==> src/rtl/mssw_pkg.sv <==
package mssw_pkg;

	localparam int MAX_SIDE    = 32;
	localparam int SAMPLE_BITS = 16;

	// fixed field widths
	localparam int IN_BITS        = 16;
	localparam int SUM_BITS       = 26;
	localparam int POS_BITS       = 5;
	localparam int CFG_BITS       = 6;
	localparam int CFG_INDEX_BITS = 2;

	localparam int DEPTH     = MAX_SIDE * MAX_SIDE;
	localparam int IDX_BITS  = (MAX_SIDE > 1) ? $clog2(MAX_SIDE) : 1;
	localparam int CNT_BITS  = $clog2(MAX_SIDE + 1);
	localparam int ADDR_BITS = (DEPTH > 1) ? $clog2(DEPTH) : 1;
	localparam int ACC_BITS  = SAMPLE_BITS + ADDR_BITS + 1;
	localparam int WIDE_BITS = (ACC_BITS > SUM_BITS) ? ACC_BITS : SUM_BITS;
	localparam int SIDE_CMP_BITS = (CFG_BITS > CNT_BITS) ? CFG_BITS : CNT_BITS;

	localparam logic signed [WIDE_BITS-1:0] SUM_MAX_W = (WIDE_BITS'(1) << (SUM_BITS - 1)) - 1;
	localparam logic signed [WIDE_BITS-1:0] SUM_MIN_W = -SUM_MAX_W - 1;

	// register indexes
	localparam logic [CFG_INDEX_BITS-1:0] REG_ROW_COUNT   = 2'd0;
	localparam logic [CFG_INDEX_BITS-1:0] REG_COL_COUNT   = 2'd1;
	localparam logic [CFG_INDEX_BITS-1:0] REG_WINDOW_SIDE = 2'd2;

	localparam logic [CFG_BITS-1:0] ROW_COUNT_RST   = 6'd32;
	localparam logic [CFG_BITS-1:0] COL_COUNT_RST   = 6'd32;
	localparam logic [CFG_BITS-1:0] WINDOW_SIDE_RST = 6'd1;

	typedef enum logic [1:0] {
		ST_LOAD,
		ST_SCAN,
		ST_FINISH
	} state_t;

	typedef struct packed {
		logic [CNT_BITS-1:0] rows;
		logic [CNT_BITS-1:0] cols;
		logic [CNT_BITS-1:0] side;
	} dims_t;

	// travels alongside each memory read
	typedef struct packed {
		logic                valid;
		logic                first;
		logic                last;
		logic [IDX_BITS-1:0] row;
		logic [IDX_BITS-1:0] col;
	} tag_t;

	function automatic logic [CNT_BITS-1:0] clamp_side(input logic [CFG_BITS-1:0] v);
		logic [CNT_BITS-1:0] r;
		if (v == '0) begin
			r = CNT_BITS'(1);
		end else if (int'(v) > MAX_SIDE) begin
			r = CNT_BITS'(MAX_SIDE);
		end else begin
			r = CNT_BITS'(v);
		end
		return r;
	endfunction

	function automatic logic [SAMPLE_BITS-1:0] to_store(input logic [IN_BITS-1:0] s);
		logic [31:0] raw;
		raw = {16'b0, s};
		return raw[SAMPLE_BITS-1:0];
	endfunction

	function automatic logic [ADDR_BITS-1:0] elem_addr(input logic [IDX_BITS-1:0] row,
		input logic [IDX_BITS-1:0] col);
		return ADDR_BITS'(int'(row) * MAX_SIDE + int'(col));
	endfunction

endpackage

==> src/rtl/mssw_best.sv <==
module mssw_best (
	input  logic                                clk,
	input  logic                                arst_n,
	input  logic                                clear,
	input  mssw_pkg::tag_t                      tag,
	input  logic [mssw_pkg::SAMPLE_BITS-1:0]    rd_data,
	output logic signed [mssw_pkg::SUM_BITS-1:0] best_sum,
	output logic [mssw_pkg::IDX_BITS-1:0]       best_row,
	output logic [mssw_pkg::IDX_BITS-1:0]       best_col,
	output logic                                busy
);
	import mssw_pkg::*;

	logic signed [ACC_BITS-1:0]  acc_q, acc_next, smp;
	logic signed [WIDE_BITS-1:0] wide;
	logic signed [SUM_BITS-1:0]  sat;
	logic signed [SUM_BITS-1:0]  sum_s2;
	logic [IDX_BITS-1:0]         row_s2, col_s2;
	logic                        valid_s2;
	logic                        have_q;
	logic signed [SUM_BITS-1:0]  best_q;
	logic [IDX_BITS-1:0]         best_row_q, best_col_q;

	assign smp      = ACC_BITS'(signed'(rd_data));
	assign acc_next = (tag.first ? ACC_BITS'(0) : acc_q) + smp;
	assign wide     = WIDE_BITS'(acc_next);

	always_comb begin
		if (wide > SUM_MAX_W) begin
			sat = SUM_BITS'(SUM_MAX_W);
		end else if (wide < SUM_MIN_W) begin
			sat = SUM_BITS'(SUM_MIN_W);
		end else begin
			sat = SUM_BITS'(wide);
		end
	end

	always_ff @(posedge clk) begin
		if (tag.valid) begin
			acc_q <= acc_next;
		end
		if (tag.valid && tag.last) begin
			sum_s2 <= sat;
			row_s2 <= tag.row;
			col_s2 <= tag.col;
		end
	end

	always_ff @(posedge clk or negedge arst_n) begin
		if (!arst_n) begin
			valid_s2 <= 1'b0;
		end else begin
			valid_s2 <= tag.valid && tag.last;
		end
	end

	// first window seeds the best, later ones must be strictly larger
	always_ff @(posedge clk or negedge arst_n) begin
		if (!arst_n) begin
			have_q     <= 1'b0;
			best_q     <= '0;
			best_row_q <= '0;
			best_col_q <= '0;
		end else if (clear) begin
			have_q <= 1'b0;
		end else if (valid_s2 && (!have_q || sum_s2 > best_q)) begin
			have_q     <= 1'b1;
			best_q     <= sum_s2;
			best_row_q <= row_s2;
			best_col_q <= col_s2;
		end
	end

	assign best_sum = best_q;
	assign best_row = best_row_q;
	assign best_col = best_col_q;
	assign busy     = valid_s2;

endmodule

==> config.mk <==
export PLATFORM = sky130hd
export DESIGN_NAME = mssw_best
export DESIGN_NICKNAME = d
export VERILOG_FILES = /design/src/rtl/mssw_pkg.sv /design/src/rtl/mssw_best.sv
export SDC_FILE = /design/constraint.sdc
export NUM_CORES = 1
export LEC_CHECK = 0
export ABC_CLOCK_PERIOD_IN_PS = 3400
export BUFFER_PORTS_ARGS = -buffer_cell sky130_fd_sc_hd__buf_2
export CAP_MARGIN = 20
export CORE_MARGIN = 3
export CORE_UTILIZATION = 55
export DETAILED_ROUTE_END_ITERATION = 10
export HOLD_SLACK_MARGIN = 0.05
export PLACE_DENSITY = 0.76
export SYNTH_ARGS = -nofsm -noshare
export SYNTH_HDL_FRONTEND = slang
export SYNTH_SLANG_ARGS = --single-unit
==> constraint.sdc <==
create_clock -name clk -period 3.4 [get_ports clk]
set_clock_uncertainty 0.1 [all_clocks]
set_input_delay 0.68 -clock clk [delete_from_list [all_inputs] [get_ports clk]]
set_output_delay 0.68 -clock clk [all_outputs]
set_load 0.02 [all_outputs]
[Word-level counts from Yosys, hierarchy flattened]
Cells that the tools add are included.
Operators by class
  add/sub/neg operators: 1
  $mul: 0
  divide/modulo/power cells: 0
  order comparisons: 3
  equal/unequal tests: 0
  shifts and indexed selects: 0
  mux-type cells: 4
  bitwise gates (word level): 1
  reduce and logical (&&, ||, !) cells: 6
Operators by type and width (number)
  $add 27x16->27: 1
  $gt 27x26->1 const B: 1
  $lt 27x26->1 const B: 1
  $mux 27: 1
  $gt 26x26->1: 1
  $mux 26: 1
  $logic_and 1x1->1: 2
  $mux 1: 2
  $reduce_and 2->1: 1
  $reduce_bool 2->1: 1
  $logic_not 1->1: 1
  $logic_or 1x1->1: 1
  $not 1->1: 1
Word-level totals
  flip-flop bits (word level): 101
  bits in latches: 0
  RAM bits: 0
  bits in read-only memories: 0
  output and inout bits: 37
  memories: 0

[Logic depth before layout (Yosys ltp)]
  depth in word-level cells: 5
  mapped depth: 13
  mapped depth without buffers: 12

[Least setup slack after synthesis]
Ideal clock, no wire load.
  path kind: input port to flip-flop
  start: input tag[11] (netlist bit)
  end: register sum_s2[11], data pin
  setup time: 265 ps
  arrival: 3032 ps
  data required time: 3035 ps
  setup slack: 3 ps
  stages on the path: 12
  buffers on the path: 2
  cell sequence: clkbuf_1 nor2b_1 ha_1 o211ai_1 o21ai_2 o311ai_1 a21oi_2 nor2_2 o21ai_2 xor2_2 buf_6 maj3_1
On the way
  longest elaborated chain between the ends: 4
Ends and longest elaborated chain
  from (decl): RTL line mssw_best.sv:5  | input mssw_pkg::tag_t tag,
  $mux 27 *: RTL line mssw_best.sv:25  | assign acc_next = (tag.first ? ACC_BITS'(0) : acc_q) + smp;
  $add 27x16->27 *: RTL line mssw_best.sv:25
  $lt 27x26->1: RTL line mssw_best.sv:31  | end else if (wide < SUM_MIN_W) begin
  $mux 26: RTL line mssw_best.sv:31
  to (signal assigned): RTL line mssw_best.sv:43  | sum_s2 <= sat;
  to (decl): RTL line mssw_best.sv:17  | logic signed [SUM_BITS-1:0] sum_s2;
Every way passes the cells marked *; elsewhere a longest branch is shown, timed or not.
A chain may end at the register's enable or synchronous reset.

[Worst setup path in the final report]
  start: input tag[11] (netlist bit)
  end: register sum_s2[24], data pin
On the way
  longest elaborated chain between the ends: 4
Ends and longest elaborated chain
  $mux 27 *: RTL line mssw_best.sv:25
  $add 27x16->27 *: RTL line mssw_best.sv:25
  net acc_next[24]: RTL line mssw_best.sv:14  | logic signed [ACC_BITS-1:0] acc_q, acc_next, smp;
  $lt 27x26->1: RTL line mssw_best.sv:31
  $mux 26: RTL line mssw_best.sv:31
The timed path passes the listed nets; every way through them passes the cells marked *.

==> reports/qor.yml <==
syn_to_final_growth_pct: 19.1
finalSetupTns_ns: 0
fp.dieW_um: 110
async_flop_share_pct: 37.6
synth_common_cells: "edfxtp_1 (63), ha_1 (52), dfrtp_1 (38)"
r2r_end: "sum_s2[24]$_SDFFCE_PN1P_"
leakage_nw: 3.16
min_period_ns: 3.26
holdBufCountCts: 0
cts_made_buffers: 9
syn_avg_cell_area_um2: 12.1
yosysTopAreaCell: "edfxtp_1"
detail_route.vias_per_cell: 5.43
grt_max_degree: 39
drive_gt1_share_pct: 30.8
syn_area_um2: 5910
min_period_over_period_pct: 95.8
nets: 703
core.rowCount: 37
synth_flop_cell: "edfxtp_1"
io_pins: 69
vias: 4119
rr_worst_depth: 12
fmax_mhz: 307
place.gp.congestion: 0.945
grt_pass1_wl_um: 20500
hold_viol: 0
ys_ff_latch: 101
path_max_fanout: 16
detail_route.wl_per_cell_um: 16.5
cp.required_ns: 3.42
clk_pin_slew_ns: 0.10
multi_input_area_um2: 2860
seq_area_frac_synth_pct: 48.1
clock-root-buffer: "clkbuf_8"
synth_cell_types: 58
grt_overflow: 0
total_power_mw: 4.34
synth_area_leaders: "edfxtp_1 (32%), dfrtp_1 (16%), ha_1 (11%)"
reg2reg_from: "acc_q[0]$_DFFE_PP_"
cap_violations: 0
drc: 0
die_y_um: 110
drt-total-wl_um: 12500
cp-end-kind: "register"
hp-class: "input port to asynchronous set/reset pin"
synth-edff-count: 63
regArea_um2: 2840
cts_tree: "done"
clock-sinks: 101
startpoint_type: "input port"
rsz0062_at_grt: "no"
clockBufferDepth: 2
final-setup-viol-count: 0
die_area_um2: 12000
yosysMostFrequentCell: "edfxtp_1"
start_util_pct: 57.0
fin_util_pct: 67.9
numPortBuffers: 68
htreeDepth: 3
synthCells: 490
yosysWarnings: 0
worstSetupPathType: "input port to register"
grt_usage_pct: 22.0
peakVddDrop_uv: 270
drt.antenna.violating_nets: 0
antenna_found_initial: 0
tightest_slew_ns: 0.843
maxSlewHeadroom_pct: 43.8
power.density_nw_per_um2: 617
drt_first_pass_iters: 4
syn_nets: 575
core_um2: 10400
first_iter_violations: 228
status: "finished clean"
grt_pass1_vias: 4166
r2r_setup_slack_ns: 0.22
diodes: 0
dp_hpwl_um: 9630
worstPathArrival_ns: 3.28
instances_no_fill: 759
dpl.cell_count: 743
nFillCells: 785
slew_viol_final: 0
clock_latency_ns: 0.36
yosysTopAreaCellShare_pct: 32.0
## placed cells by master (no fill, tap or decap), types with 6 or more instances in the layout
master,synthesis,layout
buf_2,2,68
edfxtp_1,63,63
buf_4,3,60
ha_1,52,52
dfrtp_1,38,38
inv_1,35,35
mux2_1,30,30
nor2b_1,30,29
a21oi_1,25,24
maj3_2,21,21
nand2_1,17,17
a21o_1,17,17
nor2_1,16,16
xnor2_1,15,15
nand3_1,11,11
o21ai_0,11,11
clkbuf_8,0,9
xor2_1,8,8
o21a_1,7,7
nand4_1,6,6
mux2_2,6,6
## how the worst max path moves through the flow
| stage | from | to | slack (ns) | cells past startpoint |
|---|---|---|---|---|
| after floorplan | tag[11] | sum_s2[11]$_SDFFCE_PN1P_ | 0.003 | 12 |
| after global placement | tag[11] | sum_s2[20]$_SDFFCE_PN1P_ | -0.19 | 13 |
| after detailed placement | tag[11] | sum_s2[23]$_SDFFCE_PN1P_ | -0.28 | 13 |
| after CTS | tag[11] | sum_s2[20]$_SDFFCE_PN1P_ | 0.11 | 13 |
| after global routing | tag[11] | sum_s2[9]$_SDFFCE_PN1P_ | 0.0009 | 14 |
| final | tag[11] | sum_s2[24]$_SDFFCE_PN1P_ | 0.14 | 12 |
## cell type report
cell class | count | area share [%]
clock buffer | 10 | 2.12
clock inverter | 6 | 0.729
sequential | 101 | 40.4
tap | 136 | 2.42
timing repair buffer | 130 | 11.8
inverter | 35 | 1.87
multi-input combinational | 341 | 40.7
## per-layer routing
| layer | global-route usage [%] | vias to the layer above | share of wire, % |
|---|---|---|---|
| li1 | - | 2048 | - |
| met1 | 30.2 | 1972 | 47 |
| met2 | 36.9 | 89 | 47 |
| met3 | 2.52 | 10 | 4.2 |
| met4 | 6.77 | 0 | 1.1 |
| met5 | 0 | - | 0 |
## worst max-delay path: stages
cell and delay [ns]:
buf_2 0.10, buf_4 0.23, buf_4 0.16, nor2b_1 0.04, ha_1 0.42, nand3_1 0.18, a2111oi_0 0.44, nand4b_1 0.24
nand2_1 0.09, o21ba_2 0.22, xnor2_1 0.16, maj3_2 0.31
## power breakdown
group | leakage (nW) | total (mW) | switching (mW) | internal (mW)
logic | 2.01 | 1.79 | 0.962 | 0.824
clock network | 0.0986 | 0.769 | 0.448 | 0.321
registers | 1.05 | 1.79 | 0.145 | 1.64
total | 3.16 | 4.34 | 1.55 | 2.79
## cell families (layout without fill, tap and decap cells)
family / after synthesis / count (layout) / share of synthesized area, %
multiplexers: 36 / 36 / 6.86
adder cells (fa/ha/maj): 78 / 78 / 16.0
buffers and inverters: 48 / 181 / 3.79
AO/OA/AOI/OAI: 96 / 96 / 11.5
flip-flops: 101 / 101 / 48.1
AND/OR/NAND/NOR: 106 / 106 / 9.76
XOR/XNOR: 25 / 25 / 3.96
## state kept, by name, indices dropped and copies added (netlist names)
name      flops
busy          1
sum_s2       26
best_sum     26
row_s2        5
have_q        1
best_row      5
acc_q        27
col_s2        5
best_col      5
## stage by stage
stage	area, µm²	hold WS, ns	setup slack (ns)
2_1_floorplan	5910	0.284	0.00327
3_3_place_gp	6820	0.349	-0.189
3_5_place_dp	6820	0.354	-0.275
4_1_cts	7020	0.334	0.106
5_1_grt	7040	0.362	0.000911
6_report	7040	0.310	0.143
## timing repair
item	4_1_cts	5_1_grt
gates resized for setup	0	4
setup endpoints to repair	0	25
setup buffers	0	0
Power figures use the tool's default switching activity.
