$ cat config.mk
export PLATFORM = sky130hd
export DESIGN_NAME = mssw_addr_gen
export DESIGN_NICKNAME = d
export VERILOG_FILES = /design/src/rtl/mssw_pkg.sv /design/src/rtl/mssw_addr_gen.sv
export SDC_FILE = /design/constraint.sdc
export NUM_CORES = 1
export LEC_CHECK = 0
export ABC_AREA = 1
export BUFFER_PORTS_ARGS = -buffer_cell sky130_fd_sc_hd__buf_2
export CORE_ASPECT_RATIO = 0.8
export CORE_MARGIN = 2
export CORE_UTILIZATION = 45
export DETAILED_ROUTE_END_ITERATION = 8
export HOLD_SLACK_MARGIN = 0.06
export PLACE_DENSITY = 0.66
export SYNTH_ARGS = -nofsm -noshare
export SYNTH_HDL_FRONTEND = slang
export SYNTH_SLANG_ARGS = --single-unit
$ cat constraint.sdc
create_clock -name clk -period 2.5 [get_ports clk]
set_clock_uncertainty 0.2 [all_clocks]
set_input_delay 0.375 -clock clk [delete_from_list [all_inputs] [get_ports clk]]
set_output_delay 0.375 -clock clk [all_outputs]
set_load 0.01 [all_outputs]
$ cat src/rtl/mssw_pkg.sv
package mssw_pkg;

	localparam int MAX_SIDE    = 32;
	localparam int SAMPLE_BITS = 16;

	// fixed field widths
	localparam int IN_BITS        = 16;
	localparam int SUM_BITS       = 26;
	localparam int POS_BITS       = 5;
	localparam int CFG_BITS       = 6;
	localparam int CFG_INDEX_BITS = 2;

	localparam int DEPTH     = MAX_SIDE * MAX_SIDE;
	localparam int IDX_BITS  = (MAX_SIDE > 1) ? $clog2(MAX_SIDE) : 1;
	localparam int CNT_BITS  = $clog2(MAX_SIDE + 1);
	localparam int ADDR_BITS = (DEPTH > 1) ? $clog2(DEPTH) : 1;
	localparam int ACC_BITS  = SAMPLE_BITS + ADDR_BITS + 1;
	localparam int WIDE_BITS = (ACC_BITS > SUM_BITS) ? ACC_BITS : SUM_BITS;
	localparam int SIDE_CMP_BITS = (CFG_BITS > CNT_BITS) ? CFG_BITS : CNT_BITS;

	localparam logic signed [WIDE_BITS-1:0] SUM_MAX_W = (WIDE_BITS'(1) << (SUM_BITS - 1)) - 1;
	localparam logic signed [WIDE_BITS-1:0] SUM_MIN_W = -SUM_MAX_W - 1;

	// register indexes
	localparam logic [CFG_INDEX_BITS-1:0] REG_ROW_COUNT   = 2'd0;
	localparam logic [CFG_INDEX_BITS-1:0] REG_COL_COUNT   = 2'd1;
	localparam logic [CFG_INDEX_BITS-1:0] REG_WINDOW_SIDE = 2'd2;

	localparam logic [CFG_BITS-1:0] ROW_COUNT_RST   = 6'd32;
	localparam logic [CFG_BITS-1:0] COL_COUNT_RST   = 6'd32;
	localparam logic [CFG_BITS-1:0] WINDOW_SIDE_RST = 6'd1;

	typedef enum logic [1:0] {
		ST_LOAD,
		ST_SCAN,
		ST_FINISH
	} state_t;

	typedef struct packed {
		logic [CNT_BITS-1:0] rows;
		logic [CNT_BITS-1:0] cols;
		logic [CNT_BITS-1:0] side;
	} dims_t;

	// travels alongside each memory read
	typedef struct packed {
		logic                valid;
		logic                first;
		logic                last;
		logic [IDX_BITS-1:0] row;
		logic [IDX_BITS-1:0] col;
	} tag_t;

	function automatic logic [CNT_BITS-1:0] clamp_side(input logic [CFG_BITS-1:0] v);
		logic [CNT_BITS-1:0] r;
		if (v == '0) begin
			r = CNT_BITS'(1);
		end else if (int'(v) > MAX_SIDE) begin
			r = CNT_BITS'(MAX_SIDE);
		end else begin
			r = CNT_BITS'(v);
		end
		return r;
	endfunction

	function automatic logic [SAMPLE_BITS-1:0] to_store(input logic [IN_BITS-1:0] s);
		logic [31:0] raw;
		raw = {16'b0, s};
		return raw[SAMPLE_BITS-1:0];
	endfunction

	function automatic logic [ADDR_BITS-1:0] elem_addr(input logic [IDX_BITS-1:0] row,
		input logic [IDX_BITS-1:0] col);
		return ADDR_BITS'(int'(row) * MAX_SIDE + int'(col));
	endfunction

endpackage

$ cat src/rtl/mssw_addr_gen.sv
module mssw_addr_gen (
	input  logic                       clk,
	input  logic                       arst_n,
	input  logic                       load_en,
	input  logic                       scan_start,
	input  mssw_pkg::dims_t            dims,
	output logic                       wr_en,
	output logic [mssw_pkg::ADDR_BITS-1:0] wr_addr,
	output logic [mssw_pkg::ADDR_BITS-1:0] rd_addr,
	output mssw_pkg::tag_t             tag,
	output logic                       load_last,
	output logic                       busy
);
	import mssw_pkg::*;

	logic [IDX_BITS-1:0] ld_row_q, ld_col_q;
	logic [IDX_BITS-1:0] win_row_q, win_col_q, el_row_q, el_col_q;
	logic                active_q;
	tag_t                tag_now, tag_s1;
	logic                ld_col_end, ld_row_end;
	logic                el_col_end, el_row_end, win_col_end, win_row_end;
	logic [IDX_BITS-1:0] rd_row, rd_col;

	assign ld_col_end = CNT_BITS'(ld_col_q) == dims.cols - CNT_BITS'(1);
	assign ld_row_end = CNT_BITS'(ld_row_q) == dims.rows - CNT_BITS'(1);
	assign load_last  = ld_col_end && ld_row_end;

	assign wr_en   = load_en;
	assign wr_addr = elem_addr(ld_row_q, ld_col_q);

	// raster walk over the matrix as items arrive
	always_ff @(posedge clk or negedge arst_n) begin
		if (!arst_n) begin
			ld_row_q <= '0;
			ld_col_q <= '0;
		end else if (load_en) begin
			if (load_last) begin
				ld_row_q <= '0;
				ld_col_q <= '0;
			end else if (ld_col_end) begin
				ld_col_q <= '0;
				ld_row_q <= ld_row_q + 1'b1;
			end else begin
				ld_col_q <= ld_col_q + 1'b1;
			end
		end
	end

	assign el_col_end  = CNT_BITS'(el_col_q) == dims.side - CNT_BITS'(1);
	assign el_row_end  = CNT_BITS'(el_row_q) == dims.side - CNT_BITS'(1);
	assign win_col_end = CNT_BITS'(win_col_q) == dims.cols - dims.side;
	assign win_row_end = CNT_BITS'(win_row_q) == dims.rows - dims.side;

	// window position never runs past the last row or column
	assign rd_row  = win_row_q + el_row_q;
	assign rd_col  = win_col_q + el_col_q;
	assign rd_addr = elem_addr(rd_row, rd_col);

	// one element read per cycle: element column, element row, window column, window row
	always_ff @(posedge clk or negedge arst_n) begin
		if (!arst_n) begin
			active_q  <= 1'b0;
			win_row_q <= '0;
			win_col_q <= '0;
			el_row_q  <= '0;
			el_col_q  <= '0;
		end else if (scan_start) begin
			active_q  <= 1'b1;
			win_row_q <= '0;
			win_col_q <= '0;
			el_row_q  <= '0;
			el_col_q  <= '0;
		end else if (active_q) begin
			if (el_col_end) begin
				el_col_q <= '0;
				if (el_row_end) begin
					el_row_q <= '0;
					if (win_col_end) begin
						win_col_q <= '0;
						if (win_row_end) begin
							active_q <= 1'b0;
						end else begin
							win_row_q <= win_row_q + 1'b1;
						end
					end else begin
						win_col_q <= win_col_q + 1'b1;
					end
				end else begin
					el_row_q <= el_row_q + 1'b1;
				end
			end else begin
				el_col_q <= el_col_q + 1'b1;
			end
		end
	end

	always_comb begin
		tag_now.valid = active_q;
		tag_now.first = (el_row_q == '0) && (el_col_q == '0);
		tag_now.last  = el_col_end && el_row_end;
		tag_now.row   = win_row_q;
		tag_now.col   = win_col_q;
	end

	// lines up with the registered read data
	always_ff @(posedge clk or negedge arst_n) begin
		if (!arst_n) begin
			tag_s1 <= '0;
		end else begin
			tag_s1 <= tag_now;
		end
	end

	assign tag  = tag_s1;
	assign busy = active_q || tag_s1.valid;

endmodule

# Word-level counts from Yosys, hierarchy flattened
# Index checks and enable logic that the tools add are counted.
[op_classes]
add_sub_neg = 15
n_eq_ne = 7
muxes = 28
reduce_logical = 15
[op_table]
columns = ["cell", "count"]
rows = [
  ["5-bit two-way mux", 22],
  ["5-bit by 6-bit == test with 1-bit output", 6],
  ["5-bit by 1-bit adder with 5-bit output (second input constant)", 6],
  ["10-bit by 5-bit adder with 10-bit output", 2],
  ["6-bit by 1-bit subtractor with 6-bit output (second input constant)", 3],
  ["6-bit subtractor", 2],
  ["5-bit adder", 2],
  ["5-bit zero test", 2],
  ["2-bit nonzero test", 5],
  ["1-bit two-way mux", 6],
  ["5-bit AND reduction", 1],
  ["2-bit AND reduction", 2],
  ["1-bit logical AND", 3],
  ["3-bit AND reduction", 1],
  ["2-bit inequality test (second input constant)", 1],
  ["1-bit logical OR", 1],
]
[word_totals]
register_bits = 44
inputBits = 22
out_inout_bits = 36
word_cells = 77

# Longest topological paths before layout
[depth]
depth_word = 8
mapped_depth = 16
mapped_depth_nobuf = 16

# Least setup slack after synthesis
# OpenSTA, ideal clock, no wires.
[synth_timing]
kind = "input port to flip-flop"
from = "input port dims[2] (netlist name)"
to = "register win_row_q[2]"
setup_time_ns = 0.117
arrival_time_ns = 1.828
required_time_ns = 2.183
slack_ns = 0.355
stages = 13
path_buffers = 0
cell_sequence = "inv_2 ha_1 or2_1 nand2_1 nand2_1 nand2_1 nand3_1 nor2_4 nand2_1 nand2_1 nand2_1 nand2_1 nand2_1"
[synth_between]
elab_chain_len = 4
word_cells_on_any_way = 12
classes_between = "3 x add/sub; 5 x eq/ne; 4 x reduce/logical"
[synth_rtl]
columns = ["element", "line_no", "text"]
rows = [
  ["from (decl)", "mssw_addr_gen.sv:6", "input mssw_pkg::dims_t dims,"],
  ["6-bit subtractor (tied with other cells)", "mssw_addr_gen.sv:52", "assign win_row_end = CNT_BITS'(win_row_q) == dims.rows - dims.side;"],
  ["5-bit by 6-bit == test with 1-bit output, on equally long branches", "--", ""],
  ["2-bit inequality test (no source line) / 2-bit nonzero test (equally long branches)", "--", ""],
  ["5-bit AND reduction (no source line) (*)", "--", ""],
  ["to (signal assigned)", "mssw_addr_gen.sv:83", "win_row_q <= win_row_q + 1'b1;"],
  ["to (decl)", "mssw_addr_gen.sv:17", "logic [IDX_BITS-1:0] win_row_q, win_col_q, el_row_q, el_col_q;"],
]
# Mark *: on every way between the ends. The rest lies on a longest branch, timed or not.
# A chain may end at the register's enable or synchronous reset.

# Worst setup path after layout
[layout_timing]
from = "register el_col_q[0]"
to = "output port rd_addr[4] (netlist name)"
[layout_between]
elab_chain_len = 2
[layout_rtl]
columns = ["element", "line_no", "text"]
rows = [
  ["from (decl)", "mssw_addr_gen.sv:17", ""],
  ["from (signal assigned)", "mssw_addr_gen.sv:92", "el_col_q <= el_col_q + 1'b1;"],
  ["5-bit adder", "mssw_addr_gen.sv:56", "assign rd_col = win_col_q + el_col_q;"],
  ["10-bit by 5-bit adder with 10-bit output", "mssw_pkg.sv:74", "return ADDR_BITS'(int'(row) * MAX_SIDE + int'(col));"],
  ["to (decl)", "mssw_addr_gen.sv:9", "output logic [mssw_pkg::ADDR_BITS-1:0] rd_addr,"],
]
# No other way between the ends.

==> impl_metrics.json <==
{
  "die_h_microns": 83.9,
  "muxShareOfSynthArea_pct": 0,
  "fin_util_pct": 53.7,
  "synth_seq_area_share_pct": 30.7,
  "clk_pin_slew_worst_paths_ns": 0.09,
  "max_freq_ghz": 0.417,
  "synthSimpleGateAreaFrac_pct": 33.0,
  "p_leak_nw": 2.40,
  "holdWs_ns": 0.211,
  "cellPowerDensity_mw_per_mm2": 634,
  "preCtsSetupSlack_ns": -0.0383,
  "hold_path_class": "primary input to flop",
  "avgRoutedWirePerCell_microns": 12.5,
  "slew_violations": 0,
  "num_io_pins": 58,
  "synth_nets": 557,
  "rsz0062_at_grt": "false",
  "switching_share_pct": 40.9,
  "p_sw_mw": 1.09,
  "insertion_delay_ns": 0.29,
  "slowest_delay_ns": 0.42,
  "highest_layer": "met4",
  "cts-buffers-inserted": 5,
  "core-area_sq_mm": 0.00784,
  "max_slew.worst_pin.slew_ns": 0.411,
  "min_to": "ld_col_q[1]",
  "cp_data_required_time_ns": 1.92,
  "hold_violations": 0,
  "final.min_clock_period_ns": 2.40,
  "reg2regPathDepth": 13,
  "synthArstFlopShare_pct": 100,
  "area_growth_pct": 17.2,
  "drive_above_1_share_pct": 16.3,
  "synth_top_family_by_area": "simple AND/OR/NAND/NOR gates",
  "h-tree-depth": 2,
  "seqPwrFrac_pct": 38.1,
  "clock-sinks": 44,
  "combPwrFrac_pct": 44.3,
  "hold_start": "load_en",
  "cap_violations": 0,
  "grt_pass1_wl_microns": 14500,
  "drc": 0,
  "initial_core_util_pct": 45.8,
  "synth_cell_types": 29,
  "rows": 29,
  "cp-start-kind": "flop",
  "viasPerCell": 4.80,
  "gr-total-overflow": 0,
  "placed_cells": 673,
  "ys_seq_elements": 44,
  "fillers": 795,
  "io_buffers": 57,
  "crit_buf_inv": 2,
  "synth-compound-area-share_pct": 3.66,
  "final_cells": 683,
  "avgSynthCellArea_sq_um": 7.15,
  "synth_edf_count": 0,
  "cts_root_buf": "clkbuf_8",
  "met3_length_microns": 402,
  "fin_ws_ns": 0.104,
  "crit_chain": "ha_1 > inv_1 > fa_1 > o21ai_1 > xor2_1 > buf_2",
  "finalSetupTns_ns": 0,
  "worst_hold_path.num_cells": 2,
  "internal_power_mw": 1.58,
  "worstPathMaxFanout": 4,
  "rrSetupSlack_ns": 0.40,
  "arrival_ns": 1.82,
  "initialDrtViolationCount": 156,
  "fp.dieArea_sq_mm": 0.00872,
  "cts_tree": "done",
  "diodes": 0,
  "totalPowerFinal_mw": 2.67,
  "gp_congestion": 0.875,
  "r2r_end": "win_col_q[2]",
  "met1_length_microns": 4320,
  "ir_worst_vdd_v": 0.000400,
  "synth_area_sq_mm": 0.00359,
  "setup-violations-final": 0,
  "grt_max_degree": 45,
  "final_area_sq_mm": 0.00421,
  "via_count": 3278,
  "first_pass_iters": 7,
  "r2r-start": "el_col_q[1]",
  "ant_nets": 0,
  "nets": 629,
  "crit_path_end_kind": "primary output",
  "antenna_found_initial": 0,
  "grt_pass1_vias": 2993,
  "crit_slowest_cell": "dfrtp_1",
  "grtUsageTotal_pct": 20.4,
  "ys.flop_type": "dfrtp_1",
  "dp_hpwl_microns": 6710,
  "yosys_warnings": 0,
  "finalCritPeriodShare_pct": 95.8,
  "place_area_sq_mm": 0.00408,
  "wl_microns": 8530,
  "slew-limit-headroom_pct": 72.5,
  "critPathKind": "flop to primary output",
  "synth_xor_area_share_pct": 11.7,
  "status": "finished, final reports clean",
  "syn-instance-count": 502,
  "cts_buffer_depth": 2,
  "die_x_microns": 104,
  "clkPwrFrac_pct": 17.6,
  "crit_family": "adder cells",
  "synthAdderAreaFrac_pct": 11.9,
  "cp.depth": 6,
  "wl_met2_microns": 3760
}
per-layer routing:
metal / global-route usage (%) / up-vias
li1: - / 1734
met1: 29.5 / 1456
met2: 32.5 / 82
met3: 3.28 / 6
met4: 3.69 / 0
met5: 0 / -
cell usage after synthesis, drive strengths merged, types with 2 or more instances:
master    n  area, sq um
nor2     35          169
or2       3         18.8
buf       2         18.8
xor2     36          315
xnor2    12          105
nand3b    3         22.5
nand2   150          566
o21ai     9         45.0
ha       31          388
dfrtp    44         1100
inv      77          289
clkbuf    3         12.5
a21oi    13         65.1
nor3     11         55.1
nand3    55          280
nand4    12         75.1
fa        2         40.0
kinds of logic after synthesis:
kind of cell / after synthesis
adder cells (fa/ha/maj): 33
buffers and inverters: 83
AND/OR/NAND/NOR: 269
AO/OA/AOI/OAI: 25
XOR/XNOR: 48
flip-flops: 44
registers in the layout, indices dropped and copies added (netlist names):
register / count
active_q: 1
el_col_q: 5
el_row_q: 5
ld_col_q: 5
ld_row_q: 5
tag: 13
win_col_q: 5
win_row_q: 5
layout by cell type (no fill, tap or decap), drive strengths merged, types with 2 or more instances in the layout:
master | synthesis | layout
nand2 | 150 | 150
inv | 77 | 77
buf | 2 | 69
nand3 | 55 | 55
dfrtp | 44 | 44
xor2 | 36 | 36
nor2 | 35 | 35
ha | 31 | 31
a21oi | 13 | 13
nand4 | 12 | 12
xnor2 | 12 | 12
nor3 | 11 | 11
o21ai | 9 | 9
clkbuf | 3 | 8
nand3b | 3 | 3
or2 | 3 | 3
fa | 2 | 2
worst max path at each step:
stage	from	end	slack [ns]
global route	el_col_q[0]	rd_addr[4]	0.0003
CTS	el_row_q[0]	rd_addr[9]	0.01
floorplan	dims[2]	win_row_q[2]	0.35
detailed placement	dims[1]	win_row_q[2]	-0.04
global placement	dims[1]	win_row_q[1]	-0.008
finish	el_col_q[0]	rd_addr[4]	0.10
power groups by stage:
| stage | logic [mW] | clock network [mW] | registers, mW |
|---|---|---|---|
| 5_1_grt | 1.36 | 0.520 | 1.04 |
| 4_1_cts | 1.18 | 0.496 | 1.01 |
| 3_5_place_dp | 1.17 | 0 | 1.03 |
| 6_report | 1.18 | 0.470 | 1.02 |
| 3_3_place_gp | 1.15 | 0 | 1.03 |
| 2_1_floorplan | 0.745 | 0 | 1.05 |
layout make-up:
class	count	area (sq um)	share of cell area [%]
sequential	44	1100	26.2
clock buffer	8	90.1	2.14
tap	108	135	3.21
timing repair buffer	70	398	9.46
inverter	78	293	6.96
multi-input combinational	375	2190	52.0
worst register-to-register path: cells and delay by family (launching register included):
kind	cells	cell delay [ns]
buffers and inverters	2	0.32
DFF	1	0.44
and+or+nand+nor	11	1.08
what timing repair did:
| action | CTS | global route |
|---|---|---|
| endpoints found under the hold margin | 44 | 0 |
| hold buffers | 1 | 0 |
| setup endpoints to repair | 0 | 8 |
| gates resized for setup | 0 | 8 |
| setup buffers | 0 | 1 |
No activity file was read; power rests on OpenSTA's default activity.
